`config.mk`:
```
export PLATFORM = sky130hd
export DESIGN_NAME = sliding_window_frame_detector_flat
export DESIGN_NICKNAME = d
export VERILOG_FILES = /design/src/sv/swfd_pkg.sv /design/src/sv/swfd_ifs.sv /design/src/sv/swfd_window.sv /design/src/sv/swfd_emitter.sv /design/src/sv/sliding_window_frame_detector.sv /design/src/flat_wrapper.sv
export SDC_FILE = /design/constraint.sdc
export NUM_CORES = 1
export LEC_CHECK = 0
export BUFFER_PORTS_ARGS = -buffer_cell sky130_fd_sc_hd__clkbuf_2
export CORE_ASPECT_RATIO = 1.2
export CORE_MARGIN = 5
export CORE_UTILIZATION = 55
export CTS_CLUSTER_SIZE = 8
export DETAILED_ROUTE_END_ITERATION = 10
export PLACE_DENSITY = 0.77
export SLEW_MARGIN = 40
export SYNTH_ARGS = -nofsm -noshare
export SYNTH_HDL_FRONTEND = slang
export SYNTH_SLANG_ARGS = --single-unit
```
`constraint.sdc`:
```
create_clock -name clk -period 17.1 [get_ports clk]
set_input_delay 2.565 -clock clk [delete_from_list [all_inputs] [get_ports clk]]
set_output_delay 2.565 -clock clk [all_outputs]
set_load 0.03 [all_outputs]
```
`src/sv/swfd_pkg.sv`:
```
`timescale 1ns / 1ps
package swfd_pkg;

  localparam int PAYLOAD_BYTES_DEF = 20;
  localparam int IDX_OUT_W         = 6;
  localparam logic [7:0] START_MARK = 8'hFF;

  // window -> top: a frame sits in the window and waits for the emitter
  typedef struct packed {
    logic hit;
  } win_stat_t;

  // emitter -> top
  typedef struct packed {
    logic can_load;
  } emit_stat_t;

endpackage

```
`src/sv/swfd_ifs.sv`:
```
`timescale 1ns / 1ps
interface swfd_byte_if;
  logic       valid;
  logic       ready;
  logic [7:0] rx_byte;

  modport source (output valid, output rx_byte, input ready);
  modport sink (input valid, input rx_byte, output ready);
endinterface

interface swfd_result_if;
  import swfd_pkg::*;
  logic                 valid;
  logic                 ready;
  logic [7:0]           msg_code;
  logic [IDX_OUT_W-1:0] byte_index;
  logic [7:0]           payload_byte;
  logic                 last_byte;

  modport source (output valid, output msg_code, output byte_index,
                  output payload_byte, output last_byte, input ready);
  modport sink (input valid, input msg_code, input byte_index,
                input payload_byte, input last_byte, output ready);
endinterface

```
`src/sv/swfd_window.sv`:
```
`timescale 1ns / 1ps
module swfd_window #(
  parameter int PAYLOAD_BYTES = swfd_pkg::PAYLOAD_BYTES_DEF
) (
  input  logic                          clk,
  input  logic                          rst_n,
  input  logic                          shift_en,
  input  logic [7:0]                    din,
  input  logic                          grant,
  output swfd_pkg::win_stat_t           stat,
  output logic [7:0]                    code,
  output logic [PAYLOAD_BYTES-1:0][7:0] payload
);
  import swfd_pkg::*;

  localparam int WIN_LEN    = 2 + PAYLOAD_BYTES + 1 + (PAYLOAD_BYTES / 2);
  localparam int CHECK_BASE = 2 + PAYLOAD_BYTES + 1;
  localparam int PAIRS      = PAYLOAD_BYTES / 2;

  // element 0 is the oldest byte
  logic [WIN_LEN-1:0][7:0] win_r, win_nxt;
  logic                    pend_r, pend_nxt;
  logic [PAIRS-1:0]        chk;
  logic                    frame_ok;

  always_comb begin
    for (int j = 0; j < PAIRS; j++) begin
      chk[j] = ((win_r[2 + 2 * j] ^ win_r[3 + 2 * j]) == win_r[CHECK_BASE + j]);
    end
  end

  assign frame_ok = (win_r[0] == START_MARK) && (&chk) && (win_r[1] != 8'd0);

  assign stat.hit  = pend_r && frame_ok;
  assign code      = win_r[1];
  assign payload   = win_r[PAYLOAD_BYTES+1:2];

  always_comb begin
    win_nxt  = shift_en ? {din, win_r[WIN_LEN-1:1]} : win_r;
    // a detected frame stays pending until the emitter takes it
    pend_nxt = shift_en || (stat.hit && !grant);
  end

  always_ff @(posedge clk) begin
    if (!rst_n) begin
      win_r  <= '0;
      pend_r <= 1'b0;
    end else begin
      win_r  <= win_nxt;
      pend_r <= pend_nxt;
    end
  end

endmodule

```
`src/sv/swfd_emitter.sv`:
```
`timescale 1ns / 1ps
module swfd_emitter #(
  parameter int PAYLOAD_BYTES = swfd_pkg::PAYLOAD_BYTES_DEF
) (
  input  logic                          clk,
  input  logic                          rst_n,
  input  logic                          load,
  input  logic [7:0]                    code,
  input  logic [PAYLOAD_BYTES-1:0][7:0] payload,
  output swfd_pkg::emit_stat_t          stat,
  swfd_result_if.source                 out_ch
);
  import swfd_pkg::*;

  localparam int IDX_W = $clog2(PAYLOAD_BYTES);
  localparam logic [IDX_W-1:0] LAST_IDX = IDX_W'(PAYLOAD_BYTES - 1);

  logic                          busy_r, busy_nxt;
  logic [IDX_W-1:0]              idx_r, idx_nxt;
  logic [7:0]                    code_r, code_nxt;
  logic [PAYLOAD_BYTES-1:0][7:0] buf_r, buf_nxt;
  logic                          at_last;
  logic                          xfer;

  assign at_last = (idx_r == LAST_IDX);
  assign xfer    = busy_r && out_ch.ready;

  assign stat.can_load = !busy_r || (xfer && at_last);

  assign out_ch.valid        = busy_r;
  assign out_ch.msg_code     = code_r;
  assign out_ch.byte_index   = IDX_OUT_W'(idx_r);
  assign out_ch.payload_byte = buf_r[0];
  assign out_ch.last_byte    = at_last;

  always_comb begin
    busy_nxt = busy_r;
    idx_nxt  = idx_r;
    code_nxt = code_r;
    buf_nxt  = buf_r;
    if (load) begin
      busy_nxt = 1'b1;
      idx_nxt  = '0;
      code_nxt = code;
      buf_nxt  = payload;
    end else if (xfer) begin
      // shift the next payload byte into the output slot
      buf_nxt = {8'd0, buf_r[PAYLOAD_BYTES-1:1]};
      idx_nxt = idx_r + 1'b1;
      if (at_last) begin
        busy_nxt = 1'b0;
      end
    end
  end

  always_ff @(posedge clk) begin
    if (!rst_n) begin
      busy_r <= 1'b0;
      idx_r  <= '0;
    end else begin
      busy_r <= busy_nxt;
      idx_r  <= idx_nxt;
    end
  end

  always_ff @(posedge clk) begin
    code_r <= code_nxt;
    buf_r  <= buf_nxt;
  end

endmodule

```
`src/sv/sliding_window_frame_detector.sv`:
```
// channel | dir | payload                                           | role
// in_ch   | in  | rx_byte[7:0]                                      | received bytes
// out_ch  | out | msg_code[7:0] byte_index[5:0] payload_byte[7:0]   | frame payload,
//         |     | last_byte                                         | one byte per transfer
//
// A byte is taken every cycle while in_ch.ready is high and shifts the window, checked in
// the next cycle. A matching frame loads the output buffer, then PAYLOAD_BYTES transfers
// follow, one per cycle while out_ch.ready is high; the buffer reloads on the last one.
// in_ch.ready drops only while a matched frame waits for a busy output buffer.
// rst_n (synchronous) clears the window to zero and empties the output buffer.
`timescale 1ns / 1ps
module sliding_window_frame_detector #(
  parameter int PAYLOAD_BYTES = swfd_pkg::PAYLOAD_BYTES_DEF
) (
  input  logic         clk,
  input  logic         rst_n,
  swfd_byte_if.sink    in_ch,
  swfd_result_if.source out_ch
);
  import swfd_pkg::*;

  win_stat_t                     win_stat;
  emit_stat_t                    emit_stat;
  logic [7:0]                    code;
  logic [PAYLOAD_BYTES-1:0][7:0] payload;
  logic                          load;
  logic                          in_xfer;

  assign load        = win_stat.hit && emit_stat.can_load;
  assign in_ch.ready = !(win_stat.hit && !emit_stat.can_load);
  assign in_xfer     = in_ch.valid && in_ch.ready;

  swfd_window #(.PAYLOAD_BYTES(PAYLOAD_BYTES)) u_window (
    .clk      (clk),
    .rst_n    (rst_n),
    .shift_en (in_xfer),
    .din      (in_ch.rx_byte),
    .grant    (emit_stat.can_load),
    .stat     (win_stat),
    .code     (code),
    .payload  (payload)
  );

  swfd_emitter #(.PAYLOAD_BYTES(PAYLOAD_BYTES)) u_emitter (
    .clk     (clk),
    .rst_n   (rst_n),
    .load    (load),
    .code    (code),
    .payload (payload),
    .stat    (emit_stat),
    .out_ch  (out_ch)
  );

endmodule

```
`src/flat_wrapper.sv`:
```
// flat-port wrapper written by rule: the top's interface ports become plain ports
module sliding_window_frame_detector_flat import swfd_pkg::*;
#(
  parameter int PAYLOAD_BYTES = swfd_pkg::PAYLOAD_BYTES_DEF
)
  (clk, rst_n, in_ch_valid, in_ch_rx_byte, in_ch_ready, out_ch_valid, out_ch_msg_code, out_ch_byte_index, out_ch_payload_byte, out_ch_last_byte, out_ch_ready);
  swfd_byte_if in_ch_i ();
  swfd_result_if out_ch_i ();
  input  logic clk;
  input  logic rst_n;
  input wire logic [$bits(in_ch_i.valid)-1:0] in_ch_valid;
  input wire logic [$bits(in_ch_i.rx_byte)-1:0] in_ch_rx_byte;
  output wire logic [$bits(in_ch_i.ready)-1:0] in_ch_ready;
  output wire logic [$bits(out_ch_i.valid)-1:0] out_ch_valid;
  output wire logic [$bits(out_ch_i.msg_code)-1:0] out_ch_msg_code;
  output wire logic [$bits(out_ch_i.byte_index)-1:0] out_ch_byte_index;
  output wire logic [$bits(out_ch_i.payload_byte)-1:0] out_ch_payload_byte;
  output wire logic [$bits(out_ch_i.last_byte)-1:0] out_ch_last_byte;
  input wire logic [$bits(out_ch_i.ready)-1:0] out_ch_ready;
  assign in_ch_i.valid = in_ch_valid;
  assign in_ch_i.rx_byte = in_ch_rx_byte;
  assign in_ch_ready = in_ch_i.ready;
  assign out_ch_valid = out_ch_i.valid;
  assign out_ch_msg_code = out_ch_i.msg_code;
  assign out_ch_byte_index = out_ch_i.byte_index;
  assign out_ch_payload_byte = out_ch_i.payload_byte;
  assign out_ch_last_byte = out_ch_i.last_byte;
  assign out_ch_i.ready = out_ch_ready;
  sliding_window_frame_detector #(.PAYLOAD_BYTES(PAYLOAD_BYTES)) u_core (.clk(clk), .rst_n(rst_n), .in_ch(in_ch_i), .out_ch(out_ch_i));
endmodule
```
# After elaboration in Yosys (flattened, before gate mapping)
# Cells that the tools add are included.
# totals
inputBits	12
ff_bits	439
# op_classes
n_eq_ne	12
bitwise	11
n_reduce_logical	19
addsub	1
n_mux	5
# op_table
op	n
160-bit 2-to-1 mux	2
8-bit == test	10
8-bit XOR	10
10-bit AND reduction	1
8-bit == test, second input constant	1
1-bit logical AND	8
8-bit nonzero test	1
5-bit by 1-bit adder with 5-bit output, second input constant	1
5-bit == test, second input constant	1
2-bit nonzero test	2
1-bit logical NOT	3
1-bit 2-to-1 mux	3
1-bit logical OR	2
2-bit AND reduction	1
2-bit OR reduction	1
1-bit NOT	1

# Depth between registers and ports, before layout
# depth
word_depth	10
depth_mapped	10

# Modules after synthesis
# A second synthesis with hierarchy kept.
# hier_totals
hier_cells	1660
area_unflattened_um2	20712.4
# by_module_without_submodules
module	n_inst	area_each_um2	cells_each
swfd_window	1	13095.1	1269
swfd_emitter	1	7587.3	388
sliding_window_frame_detector	1	30.0	3

# Worst setup path before layout
# Ideal clock, no wire load.
# synth_path
kind	reg2reg
from	register u_core.u_window.win_r (netlist bit u_core.u_window.payload[125])
to	register u_core.u_emitter.buf_r[100] in the netlist's numbering, enable pin
stages_incl_launch_ff	8
setup_time_ps	901
path_buffers	0
arrival_ps	13140
required_time_ps	16199
setup_slack_ps	3059
path_cell_list	dfxtp_1 -> xnor2_1 -> o2bb2ai_1 -> nor4_1 -> o2111ai_1 -> or4_1 -> or3_1 -> o21ai_0
# synth_via
elab_chain_len	8
# synth_rtl
item	line_no	text
start, declared	swfd_window.sv:21	logic [WIN_LEN-1:0][7:0] win_r, win_nxt;
start signal, assigned	swfd_window.sv:49	win_r <= win_nxt;
8-bit XOR	swfd_window.sv:28	chk[j] = ((win_r[2 + 2 * j] ^ win_r[3 + 2 * j]) == win_r[CHECK_BASE + j]);
8-bit == test	swfd_window.sv:28	
10-bit AND reduction	swfd_window.sv:32	assign frame_ok = (win_r[0] == START_MARK) && (&chk) && (win_r[1] != 8'd0);
1-bit logical AND (2 in series)	swfd_window.sv:32	
1-bit logical AND	swfd_window.sv:34	assign stat.hit = pend_r && frame_ok;
1-bit logical AND	sliding_window_frame_detector.sv:29	assign load = win_stat.hit && emit_stat.can_load;
2-bit nonzero test (no source line)	-	
end signal, assigned	swfd_emitter.sv:68	buf_r <= buf_nxt;
end, declared	swfd_emitter.sv:21	logic [PAYLOAD_BYTES-1:0][7:0] buf_r, buf_nxt;
# Every way passes these cells.
# A chain may end at the register's enable or synchronous reset.

# Worst setup path in the final report
# layout_path
from	input out_ch_ready
to	output in_ch_ready
# layout_via
elab_chain_len	6
# layout_rtl
item	line_no	text
start, declared	flat_wrapper.sv:19	input wire logic [$bits(out_ch_i.ready)-1:0] out_ch_ready;
1-bit logical AND	swfd_emitter.sv:26	assign xfer = busy_r && out_ch.ready;
1-bit logical AND	swfd_emitter.sv:28	assign stat.can_load = !busy_r || (xfer && at_last);
1-bit logical OR	swfd_emitter.sv:28	
1-bit logical NOT	sliding_window_frame_detector.sv:30	assign in_ch.ready = !(win_stat.hit && !emit_stat.can_load);
1-bit logical AND	sliding_window_frame_detector.sv:30	
1-bit logical NOT	sliding_window_frame_detector.sv:30	
end, declared	flat_wrapper.sv:13	output wire logic [$bits(in_ch_i.ready)-1:0] in_ch_ready;
# Every way passes these cells.

==> results.cfg <==
[yosys]
netlist_area_um2 = 18800
syn_nets = 1462
avgSynthCellArea_um2 = 12.9
synth_top_area_cell = dfxtp_1
synth_top_area_share_pct = 28.9
synth_cells = 1449
ys.flop_type = dfxtp_1
synth_warnings = 0
ys_async_sr_fraction_pct = 0
synth_seq_cells = 439
synth_cell_types = 42
ys_top_cells_by_area = dfxtp_1 (29%), edfxtp_1 (27%), mux2i_1 (14%), mux2_4 (10%), nand2_1 (5.6%)
ys_seq_area_share_pct = 55.8
synth-edff-count = 168

[power]
intPower_mw = 1.76
power_switching_mw = 0.455
power_density_nw_per_um2 = 105
seqPwrFrac_pct = 49.0
ir_drop_uv = 77.5
power_frac_comb_pct = 2.4
p_sw_share_pct = 20.6
pwr-share-clk_pct = 48.6
fin_total_pwr_mw = 2.21
p_leak_nw = 8.46

[clock_tree]
cts.sinks = 439
cts_htree_levels = 2
cts_buffer_depth = 3
clock_latency_ns = 0.58
ctsHoldBuffers = 0
tritoncts = done
cts_made_buffers = 60
cts_setup_buffers = 0
root_buffer = clkbuf_16
cts_resized = 0
clk_pin_slew_ns = 0.05

[die]
die_h_um = 212
fp-row-count = 74
die_x_um = 179
core-area_um2 = 33900
die_area_um2 = 37900
ios = 37
floorplan.initialDensity_pct = 55.4

[worst_setup_path]
worstPathMaxFanout = 4
cp_data_required_time_ns = 14.53
worst-setup-path-type = in2out
crit_arrival_ns = 3.75
reg2reg_slack_ns = 11.85
cp-end-kind = primary output
r2r_start = u_core.u_window.payload[111]
startpoint_type = primary input
rr_worst_depth = 12
regToRegEndpoint = u_core.u_window.payload[28]

[timing]
max_slew_margin_pct = 47.3
period_share_pct = 36.9
slew_viol_final = 0
max_freq_mhz = 158
rsz0062_at_grt = false
hold_viol = 0
tns_ns = 0
clock_skew_ns = 0.0182
setup_violations = 0
setup_slack_ns = 10.78
fin_crit_ns = 6.32
tightest_slew_ns = 0.790

[placed_design]
dpl.hpwl_um = 24200
gp_congestion = 0.907
placed_cell_area_um2 = 19300
dp_slack_ns = 10.78
numPortBuffers = 35

[finish]
ff_latch_area_um2 = 10500
area_growth_pct = 11.8
final_util_pct = 61.9
final_area_um2 = 21000
fill_cells = 2609
multi_input_area_um2 = 7800
drive_gt1_share_pct = 17.7
fin_nets = 1485
antenna-diode-count = 0

[detailed_routing]
drt-vias-per-instance = 5.44
drc = 0
num_vias = 10800
initialDrtViolationCount = 675
wire_per_inst_um = 18.7
drt_first_pass_iters = 7
wl_um = 36900
ant_nets = 0

[global_routing]
grt.total_usage_pct = 19.5
gr-total-overflow = 0
grt_max_degree = 125
grt_pass1_vias = 11100
antenna_found_initial = 0
grt_pass1_wl_um = 58900

[worst_hold_path]
min_to = u_core.u_emitter.out_ch.msg_code[4]
hold_class = reg2reg
min_from = u_core.u_window.code[4]
whs_path_depth = 0

[job]
drv_cap = 0

[status]
status = complete, no violations
==> power groups by stage <==
stage	Combinational, mW	Sequential (mW)	Clock (mW)
global route	0.0561	1.08	1.14
floorplan	0.0417	1.10	0
CTS	0.0534	1.08	1.09
global placement	0.0519	1.10	0
finish	0.0533	1.08	1.08
detailed placement	0.0533	1.10	0
==> worst max path at each step <==
stage | slack, ns | from | cells after the start | end
after floorplan | 3.06 | u_core.u_window.payload[125] | 7 | u_core.u_emitter.buf_r[100]
after global placement | 10.64 | out_ch_ready | 9 | u_core.u_window.payload[92]
after detailed placement | 10.78 | out_ch_ready | 6 | in_ch_ready
after CTS | 10.78 | out_ch_ready | 6 | in_ch_ready
after global routing | 10.70 | out_ch_ready | 6 | in_ch_ready
final | 10.78 | out_ch_ready | 6 | in_ch_ready
==> Yosys cell counts (14+ instances only) <==
| cell | number |
|---|---|
| buf_2 | 29 |
| xnor2_1 | 87 |
| nand4_1 | 14 |
| mux2_4 | 125 |
| dfxtp_1 | 271 |
| nand2_1 | 281 |
| edfxtp_1 | 168 |
| buf_6 | 15 |
| mux2_2 | 28 |
| mux2i_1 | 264 |
| clkbuf_1 | 34 |
==> cell families (layout without fill, tap and decap cells) <==
family	Yosys count	count (layout)	synth area share [%]
AO/OA/AOI/OAI	46	46	1.86
multiplexers	417	417	25.8
XOR/XNOR	111	111	6.06
other	1	1	0.0200
flip-flops	439	439	55.8
AND/OR/NAND/NOR	343	343	7.62
buffers and inverters	91	162	2.79
adder cells (fa/ha/maj)	1	1	0.0667
==> per-stage QoR <==
stage / cells / hold WS, ns
after global routing: 1976 / 0.474
after detailed placement: 1866 / 0.443
after global placement: 1862 / 0.446
after floorplan: 1449 / 0.430
final: 1976 / 0.458
after CTS: 1976 / 0.456
==> sequential cells by signal (all words and copies together), names as in the netlist <==
signal	count
u_core.u_emitter.out_ch.payload_byte	8
u_core.u_window.code	8
u_core.u_window.win_r	96
u_core.u_emitter.buf_r	152
u_core.u_emitter.out_ch.valid	1
u_core.u_window.pend_r	1
u_core.u_emitter.idx_r	5
u_core.u_window.payload	160
u_core.u_emitter.out_ch.msg_code	8
==> cell type report <==
cell class,instances,share of cell area (%)
multi-input combinational,919,37.2
inverter,4,0.0716
sequential,439,49.9
tap,456,2.72
clock buffer,107,8.00
timing repair buffer,48,1.88
clock inverter,3,0.215
==> metal layers <==
layer / vias up / share of wire (%) / global-route usage, %
met5: - / 0 / 0
met3: 72 / 4.5 / 3.31
met1: 5249 / 42 / 25.0
li1: 5206 / - / -
met2: 230 / 50 / 33.4
met4: 0 / 3.2 / 6.70
==> worst max-delay path, cell delays in order <==
cell and delay (ns):
clkbuf_2 0.10, nand2_1 0.06, nand2_1 0.10, or3_1 0.38, or3_1 0.34, clkbuf_2 0.19
==> placed cells by master (no fill, tap or decap), types with 4 or more instances in the layout <==
cell type	n
and3_1	5
xor2_1	12
nor4_1	9
inv_1	4
edfxtp_1	168
nor2_1	10
a211oi_1	5
mux2_4	125
xnor2_1	87
buf_6	4
o22ai_1	10
clkbuf_2	34
dfxtp_1	271
clkbuf_1	47
mux2i_1	264
o2bb2ai_1	9
mux2_2	28
a22oi_1	8
nand2_1	281
clkbuf_16	60
xnor3_1	12
and2_1	9
nand4_1	14
Note: power is estimated with default switching activity, not from simulation.
